`config.mk`:
```
export PLATFORM = sky130hd
export DESIGN_NAME = hamming_encode_decode_top_flat
export DESIGN_NICKNAME = d
export VERILOG_FILES = /design/src/sv/hamc_pkg.sv /design/src/sv/hamc_if.sv /design/src/sv/hamc_syndrome.sv /design/src/sv/hamming_encode_decode_top.sv /design/src/flat_wrapper.sv
export SDC_FILE = /design/constraint.sdc
export NUM_CORES = 1
export LEC_CHECK = 0
export BUFFER_PORTS_ARGS = -buffer_cell sky130_fd_sc_hd__buf_2
export CAP_MARGIN = 15
export CORE_MARGIN = 2
export CORE_UTILIZATION = 50
export DETAILED_ROUTE_END_ITERATION = 8
export PLACE_DENSITY_LB_ADDON = 0.05
export SETUP_SLACK_MARGIN = 0.02
export SLEW_MARGIN = 15
export SYNTH_ARGS = -nofsm -noshare
export SYNTH_HDL_FRONTEND = slang
export SYNTH_SLANG_ARGS = --single-unit
export TNS_END_PERCENT = 30
```
`constraint.sdc`:
```
create_clock -name clock -period 6.5 [get_ports clock]
set_input_delay 1.625 -clock clock [delete_from_list [all_inputs] [get_ports clock]]
set_output_delay 1.625 -clock clock [all_outputs]
set_load 0.02 [all_outputs]
```
`src/sv/hamc_pkg.sv`:
```
// Shared types, constants and elaboration-time helpers for the Hamming codec.
package hamc_pkg;

   localparam int WORD_W = 63;   // width of data and codeword fields
   localparam int SYND_W = 6;    // syndrome / error position width
   localparam int CFG_W  = 6;    // width of each length register

   typedef enum logic [1:0] {
      ST_ENCODED  = 2'd0,
      ST_NO_ERROR = 2'd1,
      ST_CORRECTED = 2'd2,
      ST_BEYOND   = 2'd3
   } status_type;

   typedef enum logic [0:0] {
      CSR_DATA_BITS = 1'b0,
      CSR_CODE_BITS = 1'b1
   } csr_index_type;

   function automatic logic is_pow2(input int p);
      return (p != 0) && ((p & (p - 1)) == 0);
   endfunction

   // number of data positions (non power of two) up to and including maxc
   function automatic int max_data(input int maxc);
      int c;
      c = 0;
      for (int p = 1; p <= maxc; p++) begin
         if (!is_pow2(p)) c++;
      end
      return c;
   endfunction

   // data bit index carried at one-based position p (p not a power of two)
   function automatic int data_idx(input int p);
      return max_data(p) - 1;
   endfunction

   // one-based code position of data bit j
   function automatic int data_pos(input int j);
      int c;
      c = 0;
      for (int p = 1; p <= WORD_W; p++) begin
         if (!is_pow2(p)) begin
            if (c == j) return p;
            c++;
         end
      end
      return 0;
   endfunction

   // positions within maxc whose one-based index has bit b set
   function automatic logic [WORD_W-1:0] synd_mask(input int b, input int maxc);
      logic [WORD_W-1:0] m;
      m = '0;
      for (int i = 0; i < WORD_W; i++) begin
         if (i < maxc && (((i + 1) >> b) & 1) == 1) m[i] = 1'b1;
      end
      return m;
   endfunction

endpackage

```
`src/sv/hamc_if.sv`:
```
// Request and response channel interfaces of the Hamming codec.
interface hamc_req_if;
   import hamc_pkg::*;
   logic              valid;
   logic              ready;
   logic              req_type;
   logic [WORD_W-1:0] in_word;

   modport source (output valid, req_type, in_word, input ready);
   modport sink   (input valid, req_type, in_word, output ready);
endinterface

interface hamc_rsp_if;
   import hamc_pkg::*;
   logic              valid;
   logic              ready;
   logic [WORD_W-1:0] out_word;
   status_type        status;
   logic [SYND_W-1:0] error_position;

   modport source (output valid, out_word, status, error_position, input ready);
   modport sink   (input valid, out_word, status, error_position, output ready);
endinterface

```
`src/sv/hamc_syndrome.sv`:
```
// Syndrome XOR trees and packed-data gather over a masked codeword.
module hamc_syndrome #(
   parameter int MAX_CODE_BITS = 63
) (
   input  logic [hamc_pkg::WORD_W-1:0] word_i,
   output logic [hamc_pkg::SYND_W-1:0] synd_o,
   output logic [hamc_pkg::WORD_W-1:0] data_o
);
   import hamc_pkg::*;

   localparam int MAX_DATA_BITS = max_data(MAX_CODE_BITS);

   for (genvar b = 0; b < SYND_W; b++) begin : g_synd
      localparam logic [WORD_W-1:0] MASK = synd_mask(b, MAX_CODE_BITS);
      assign synd_o[b] = ^(word_i & MASK);
   end

   for (genvar j = 0; j < WORD_W; j++) begin : g_gather
      if (j < MAX_DATA_BITS) begin : g_bit
         localparam int P = data_pos(j);
         assign data_o[j] = word_i[P-1];
      end else begin : g_zero
         assign data_o[j] = 1'b0;
      end
   end

endmodule

```
`src/sv/hamming_encode_decode_top.sv`:
```
// Top level of the pipelined Hamming single-error-correcting codec.
//
// Requests arrive on req_chan (req_type 0 = encode a data word, 1 = decode a
// codeword); one response per request leaves on rsp_chan in request order.
// csr_wr_en/csr_index/csr_wdata set the encode data length (index 0) and the
// decode codeword length (index 1); write them only while no request is in
// flight. Oversized lengths are clipped to what MAX_CODE_BITS allows.
//
// Pipeline: stage 1 masks the word and scatters data bits onto code positions,
// stage 2 forms the syndrome and gathers the data bits, stage 3 picks the
// result into the output register. An accepted request enters stage 1 at the
// accepting edge and moves through stage 2 to the output register (three
// register stages); one request per cycle is taken when the response keeps up.
// When rsp_chan.ready is low the pipeline fills up and holds; req_chan.ready
// drops only once every stage holds a request. Nothing is dropped or repeated.
// Reset empties the pipeline and loads data length 4 and codeword length 7 (each clipped like a write).
module hamming_encode_decode_top #(
   parameter int MAX_CODE_BITS = 63
) (
   input  logic                            clock,
   input  logic                            reset,
   hamc_req_if.sink                        req_chan,
   hamc_rsp_if.source                      rsp_chan,
   input  logic                            csr_wr_en,
   input  hamc_pkg::csr_index_type         csr_index,
   input  logic [hamc_pkg::CFG_W-1:0]      csr_wdata
);
   import hamc_pkg::*;

   localparam int MAX_DATA_BITS = max_data(MAX_CODE_BITS);
   localparam logic [CFG_W-1:0] MAX_DATA_C = CFG_W'(MAX_DATA_BITS);
   localparam logic [CFG_W-1:0] MAX_CODE_C = CFG_W'(MAX_CODE_BITS);
   localparam logic [CFG_W-1:0] DATA_RST   = (MAX_DATA_BITS < 4) ? MAX_DATA_C : CFG_W'(4);
   localparam logic [CFG_W-1:0] CODE_RST   = (MAX_CODE_BITS < 7) ? MAX_CODE_C : CFG_W'(7);

   // configuration
   logic [CFG_W-1:0] data_bits_ff, data_bits_in;
   logic [CFG_W-1:0] code_bits_ff, code_bits_in;

   always_comb begin
      data_bits_in = data_bits_ff;
      code_bits_in = code_bits_ff;
      if (csr_wr_en) begin
         case (csr_index)
            CSR_DATA_BITS: data_bits_in = (csr_wdata > MAX_DATA_C) ? MAX_DATA_C : csr_wdata;
            CSR_CODE_BITS: code_bits_in = (csr_wdata > MAX_CODE_C) ? MAX_CODE_C : csr_wdata;
            default: ;
         endcase
      end
   end

   always_ff @(posedge clock) begin
      if (reset) begin
         data_bits_ff <= DATA_RST;
         code_bits_ff <= CODE_RST;
      end else begin
         data_bits_ff <= data_bits_in;
         code_bits_ff <= code_bits_in;
      end
   end

   // pipeline flow control
   logic v1_ff, v1_in, v2_ff, v2_in, v3_ff, v3_in;
   logic adv1, adv2, adv3;

   assign adv3 = !v3_ff || rsp_chan.ready;
   assign adv2 = !v2_ff || adv3;
   assign adv1 = !v1_ff || adv2;
   assign req_chan.ready = adv1;

   assign v1_in = adv1 ? req_chan.valid : v1_ff;
   assign v2_in = adv2 ? v1_ff : v2_ff;
   assign v3_in = adv3 ? v2_ff : v3_ff;

   always_ff @(posedge clock) begin
      if (reset) begin
         v1_ff <= 1'b0;
         v2_ff <= 1'b0;
         v3_ff <= 1'b0;
      end else begin
         v1_ff <= v1_in;
         v2_ff <= v2_in;
         v3_ff <= v3_in;
      end
   end

   // stage 1: scatter (encode) or length mask (decode)
   logic [WORD_W-1:0] scat, cw_mask;
   logic [WORD_W-1:0] w1_ff, w1_in;
   logic              req1_ff;

   for (genvar i = 0; i < WORD_W; i++) begin : g_stage1
      if (i < MAX_CODE_BITS && !is_pow2(i + 1)) begin : g_data
         localparam int J = data_idx(i + 1);
         assign scat[i] = req_chan.in_word[J] & (data_bits_ff > CFG_W'(J));
      end else begin : g_nodata
         assign scat[i] = 1'b0;
      end
      if (i < MAX_CODE_BITS) begin : g_in
         assign cw_mask[i] = req_chan.in_word[i] & (code_bits_ff > CFG_W'(i));
      end else begin : g_out
         assign cw_mask[i] = 1'b0;
      end
   end

   assign w1_in = req_chan.req_type ? cw_mask : scat;

   always_ff @(posedge clock) begin
      if (adv1) begin
         w1_ff   <= w1_in;
         req1_ff <= req_chan.req_type;
      end
   end

   // stage 2: syndrome and data gather
   logic [SYND_W-1:0] synd1;
   logic [WORD_W-1:0] pack1;
   logic [WORD_W-1:0] w2_ff, pack2_ff;
   logic [SYND_W-1:0] synd2_ff;
   logic              req2_ff;

   hamc_syndrome #(
      .MAX_CODE_BITS (MAX_CODE_BITS)
   ) u_synd (
      .word_i (w1_ff),
      .synd_o (synd1),
      .data_o (pack1)
   );

   always_ff @(posedge clock) begin
      if (adv2) begin
         w2_ff    <= w1_ff;
         pack2_ff <= pack1;
         synd2_ff <= synd1;
         req2_ff  <= req1_ff;
      end
   end

   // stage 3: select result
   logic [WORD_W-1:0] par_word;
   logic [WORD_W-1:0] flip_word;
   logic [WORD_W-1:0] out_word_ff, out_word_in;
   status_type        status_ff, status_in;
   logic [SYND_W-1:0] err_pos_ff, err_pos_in;

   // parity bit b lands at position 2^b and cancels syndrome bit b
   for (genvar i = 0; i < WORD_W; i++) begin : g_par
      if (is_pow2(i + 1)) begin : g_p
         assign par_word[i] = synd2_ff[$clog2(i + 1)];
      end else begin : g_d
         assign par_word[i] = 1'b0;
      end
   end

   assign flip_word = WORD_W'(1) << (synd2_ff - SYND_W'(1));

   always_comb begin
      out_word_in = w2_ff;
      status_in   = ST_BEYOND;
      err_pos_in  = synd2_ff;
      if (!req2_ff) begin
         out_word_in = w2_ff | par_word;
         status_in   = ST_ENCODED;
         err_pos_in  = '0;
      end else if (synd2_ff == '0) begin
         out_word_in = pack2_ff;
         status_in   = ST_NO_ERROR;
      end else if (synd2_ff <= code_bits_ff) begin
         out_word_in = w2_ff ^ flip_word;
         status_in   = ST_CORRECTED;
      end
   end

   always_ff @(posedge clock) begin
      if (adv3) begin
         out_word_ff <= out_word_in;
         status_ff   <= status_in;
         err_pos_ff  <= err_pos_in;
      end
   end

   assign rsp_chan.valid          = v3_ff;
   assign rsp_chan.out_word       = out_word_ff;
   assign rsp_chan.status         = status_ff;
   assign rsp_chan.error_position = err_pos_ff;

   // checks
   a_enc_no_pos: assert property (@(posedge clock) disable iff (reset)
      v3_ff && status_ff == ST_ENCODED |-> err_pos_ff == '0)
      else $error("encode response carries an error position");

   a_clean_no_pos: assert property (@(posedge clock) disable iff (reset)
      v3_ff && status_ff == ST_NO_ERROR |-> err_pos_ff == '0)
      else $error("clean decode carries an error position");

   a_corr_in_len: assert property (@(posedge clock) disable iff (reset)
      v3_ff && status_ff == ST_CORRECTED |-> err_pos_ff != '0 && err_pos_ff <= code_bits_ff)
      else $error("corrected position outside codeword length");

   a_beyond_len: assert property (@(posedge clock) disable iff (reset)
      v3_ff && status_ff == ST_BEYOND |-> err_pos_ff > code_bits_ff)
      else $error("beyond-length flag with syndrome inside codeword");

   a_accept_fills: assert property (@(posedge clock) disable iff (reset)
      req_chan.valid && req_chan.ready |=> v1_ff)
      else $error("accepted request not captured in stage 1");

endmodule
```
`src/flat_wrapper.sv`:
```
// flat-port wrapper written by rule: the top's interface ports become plain ports
module hamming_encode_decode_top_flat import hamc_pkg::*;
#(
   parameter int MAX_CODE_BITS = 63
)
  (clock, reset, csr_wr_en, csr_index, csr_wdata, req_chan_valid, req_chan_req_type, req_chan_in_word, req_chan_ready, rsp_chan_valid, rsp_chan_out_word, rsp_chan_status, rsp_chan_error_position, rsp_chan_ready);
  hamc_req_if req_chan_i ();
  hamc_rsp_if rsp_chan_i ();
  input  logic clock;
  input  logic reset;
  input  logic csr_wr_en;
  input  hamc_pkg::csr_index_type csr_index;
  input  logic [hamc_pkg::CFG_W-1:0] csr_wdata;
  input wire logic [$bits(req_chan_i.valid)-1:0] req_chan_valid;
  input wire logic [$bits(req_chan_i.req_type)-1:0] req_chan_req_type;
  input wire logic [$bits(req_chan_i.in_word)-1:0] req_chan_in_word;
  output wire logic [$bits(req_chan_i.ready)-1:0] req_chan_ready;
  output wire logic [$bits(rsp_chan_i.valid)-1:0] rsp_chan_valid;
  output wire logic [$bits(rsp_chan_i.out_word)-1:0] rsp_chan_out_word;
  output wire logic [$bits(rsp_chan_i.status)-1:0] rsp_chan_status;
  output wire logic [$bits(rsp_chan_i.error_position)-1:0] rsp_chan_error_position;
  input wire logic [$bits(rsp_chan_i.ready)-1:0] rsp_chan_ready;
  assign req_chan_i.valid = req_chan_valid;
  assign req_chan_i.req_type = req_chan_req_type;
  assign req_chan_i.in_word = req_chan_in_word;
  assign req_chan_ready = req_chan_i.ready;
  assign rsp_chan_valid = rsp_chan_i.valid;
  assign rsp_chan_out_word = rsp_chan_i.out_word;
  assign rsp_chan_status = rsp_chan_i.status;
  assign rsp_chan_error_position = rsp_chan_i.error_position;
  assign rsp_chan_i.ready = rsp_chan_ready;
  hamming_encode_decode_top #(.MAX_CODE_BITS(MAX_CODE_BITS)) u_core (.clock(clock), .reset(reset), .req_chan(req_chan_i), .rsp_chan(rsp_chan_i), .csr_wr_en(csr_wr_en), .csr_index(csr_index), .csr_wdata(csr_wdata));
endmodule
```
==> summary.md <==
| Metric | Value |
|---|---|
| Die ar. | `25250 um^2` |
| TritonRoute pass-1 iters | `5` |
| Htree depth | `1` |
| Clock Sinks | `220` |
| IO Pins | `149` |
| Cell Area, Synth | `12000 um^2` |
| Diodes inserted | `0` |
| TritonCTS buffer count | `24` |
| Worst hold margin | `0.4386 ns` |
| First-pass GRT wire length | `57310 um` |
| F_max | `230.9 MHz` |
| Fillers | `2056` |
| Avg Cell Area, Syn | `10.52 um^2` |
| Number of max-cap violations | `0` |
| Max incr delay on CP | `0.25 ns` |
| Post-synth ARST share | `0%` |
| CP required | `4.88 ns` |
| Sequential area share after synthesis | `53.81%` |
| Clock tree buffer depth | `3` |
| Ratio of cells with drive above 1 in the final layout | `16.94%` |
| Starting Density | `50.96%` |
| Arrival @ worst endpoint | `2.71 ns` |
| Routed WL | `38470 um` |
| CTS Hold Bufs | `0` |
| Postcts setup bufs | `0` |
| Number of synthesized flops with an enable pin | `205` |
| Start point of the worst hold path | `u_core.req1_ff` |
| WL/cell | `24.04 um` |
| Final Max Tran Viols | `0` |
| Die height | `158.9 um` |
| Routability Congestion | `0.9864` |
| Routed vias/inst | `6.248` |
| Cells after DPL | `1558` |
| Clock Pin Slew Worst Setup and Hold Paths | `0.06 ns` |
| PortBufs | `148` |
| Synthesized instance count | `1141` |
| Leakage | `5.438 nW` |
| Initial antenna violation count | `0` |
| Final core area utilization | `58.58%` |
| Initial DRC count | `1148` |
| HP Class | `flop to flop` |
| R2R Path Start | `u_core.code_bits_ff[5]` |
| Status | `finished, final reports clean` |
| Die W | `158.9 um` |
| Setup Total Neg Slack | `0 ns` |
| Synth Register Bits | `220` |
| Most used cell, CP | `buf_2` |
| Layout area overhead | `14.95%` |
| Crit path capture type | `output pin` |
| DRC viols | `0` |
| CTS tree | `yes` |
| Cell Pwr Density | `320.1 nW/um^2` |
| Worst-Skew Late Latency | `0.52 ns` |
| Crit path time final | `4.331 ns` |
| Largest net degree at the start of global routing | `76` |
| Via count | `9997` |
| Synth Warn # | `0` |
| Dominant synthesized flop cell | `edfxtp_1` |
| DP Wirelength | `28710 um` |
| Worst slew pin tran | `1.249 ns` |
| R2r endpoint | `u_core.rsp_chan.out_word[58]` |
| Final-report hold violation count | `0` |
| Crit Path Category | `input pin to output pin` |
| Power Total | `0.004415 W` |
| # setup viols final | `0` |
| Reg2reg path depth | `8` |
| Tot GR Track Use | `29.74%` |
| Post-route ant nets | `0` |
| Period utilization | `66.63%` |
| Post-layout nets | `1347` |
| Crit Path Max Fanout | `30` |
| Core Region | `23540 um^2` |
| Hold path depth | `0` |
| Hold path endpoint | `u_core.req2_ff` |
| Critical Path Slowest Stage Cell | `and2_1` |
| Peak supply drop | `0.1593 mV` |
| RSZ-0062 raised after global routing | `no` |
| Slew HR | `16.08%` |
| Startpoint types | `input pin` |
| Post-CTS sizing | `0` |
| FF-to-FF setup slack | `2.27 ns` |
| Clock skew | `0.01977 ns` |
| Overflow after GRT | `0` |
| Distinct cells, synth | `63` |
| Row count | `56` |
| Syn_nets | `1223` |
| CTS root buf | `clkbuf_16` |
| Finished Layout Cells | `1600` |
| Number of global-route vias before repair | `9334` |
| CP Cell Sequence | `buf_2 > nor2b_1 > and2_1 > nand2_2 > buf_4 > buf_2` |
==> per-layer routing <==
metal	GRT usage, %	wire length, um
met4	15.66	2277
met5	0	0
met2	46.53	17000
met3	3.501	3215
met1	41.09	15980
==> synthesized netlist by cell type (5+ instances only) <==
cell type | count | share of area [%]
a211o_1 | 6 | 0.44
a211oi_1 | 32 | 2.0
a21boi_0 | 7 | 0.44
a21oi_1 | 51 | 2.1
a311oi_1 | 43 | 3.1
a31oi_1 | 10 | 0.52
a32o_1 | 7 | 0.58
and2_1 | 8 | 0.42
and3_1 | 17 | 0.89
and4_1 | 12 | 0.88
buf_2 | 14 | 0.58
clkbuf_1 | 50 | 1.6
dfxtp_1 | 15 | 2.5
edfxtp_1 | 205 | 51
ha_1 | 6 | 0.63
inv_1 | 25 | 0.78
nand2_1 | 137 | 4.3
nand2b_1 | 8 | 0.42
nand3_1 | 35 | 1.5
nand3b_1 | 20 | 1.3
nand4_1 | 6 | 0.31
nor2_1 | 85 | 2.7
nor3_1 | 30 | 1.3
o211ai_1 | 23 | 1.4
o21a_1 | 5 | 0.31
o21ai_0 | 80 | 3.3
o22ai_1 | 15 | 0.78
o311ai_0 | 16 | 1.2
o32ai_1 | 6 | 0.44
xnor2_1 | 92 | 6.7
xor2_1 | 19 | 1.4
==> sequential cells by signal (all words and copies together), names as in the netlist <==
name and count:
u_core.v2_ff 1, u_core.rsp_chan.error_position 6, u_core.rsp_chan.valid 1, u_core.v1_ff 1
u_core.data_bits_ff 6, u_core.req1_ff 1, u_core.rsp_chan.status 2, u_core.code_bits_ff 6
u_core.synd2_ff 6, u_core.rsp_chan.out_word 63, u_core.w1_ff 63, u_core.w2_ff 63
u_core.req2_ff 1
==> report_power, final <==
group	internal [W]	switching, W
registers	0.00171	0.000180
logic	0.000381	0.000776
clock network	0.000829	0.000539
total	0.00292	0.00150
==> kinds of logic (layout without fill, tap and decap cells) <==
kind of cell	after synthesis	after routing	synth area share (%)
AOI/OAI and AO/OA	327	327	18.64
xor gates and xnor gates	113	113	8.478
adders and majority gates	6	6	0.6257
buffers and inverters	96	236	3.181
DFF	220	220	53.81
muxes	3	3	0.2503
and+or+nand+nor	376	376	15.02
==> metrics by stage <==
stage	instance area (um^2)	worst slack, ns
floorplan	12000	1.531
global placement	13000	2.192
detailed placement	13000	2.163
CTS	13790	2.162
global route	13790	2.044
finish	13790	2.169
==> how the worst max path moves through the flow <==
stage / to / start / depth (start not counted) / slack, ns
floorplan: req_chan_ready / rsp_chan_ready / 3 / 1.53
global placement: req_chan_ready / rsp_chan_ready / 6 / 2.19
detailed placement: req_chan_ready / rsp_chan_ready / 6 / 2.16
CTS: req_chan_ready / rsp_chan_ready / 6 / 2.16
global route: req_chan_ready / rsp_chan_ready / 6 / 2.04
finish: req_chan_ready / rsp_chan_ready / 6 / 2.17
==> layout by cell type, fill, tap and decap left out, types with 25 or more instances in the layout <==
master     synthesis  final
nor2_1            85     85
xnor2_1           92     92
a311oi_1          43     43
nand3_1           35     35
nand2_1          137    136
edfxtp_1         205    205
o21ai_0           80     79
a211oi_1          32     32
a21oi_1           51     51
nor3_1            30     30
buf_2             14    148
clkbuf_16          0     25
==> worst max-delay path: cells and delay by family <==
family	cells	cell delay [ns]
buffers and inverters	3	0.55
AND/OR/NAND/NOR	3	0.50
==> area by class of cell <==
class / count / area [um^2] / share of cell area [%]
clock buffers: 31 / 658.1 / 4.772
clock inverters: 11 / 131.4 / 0.9526
inverters: 27 / 101.3 / 0.7348
multi-input cells: 825 / 5162 / 37.43
flip-flops and latches: 220 / 6456 / 46.81
well taps: 319 / 399.1 / 2.894
repair buffers: 167 / 883.3 / 6.405
No activity file was read; power rests on OpenSTA's default activity.
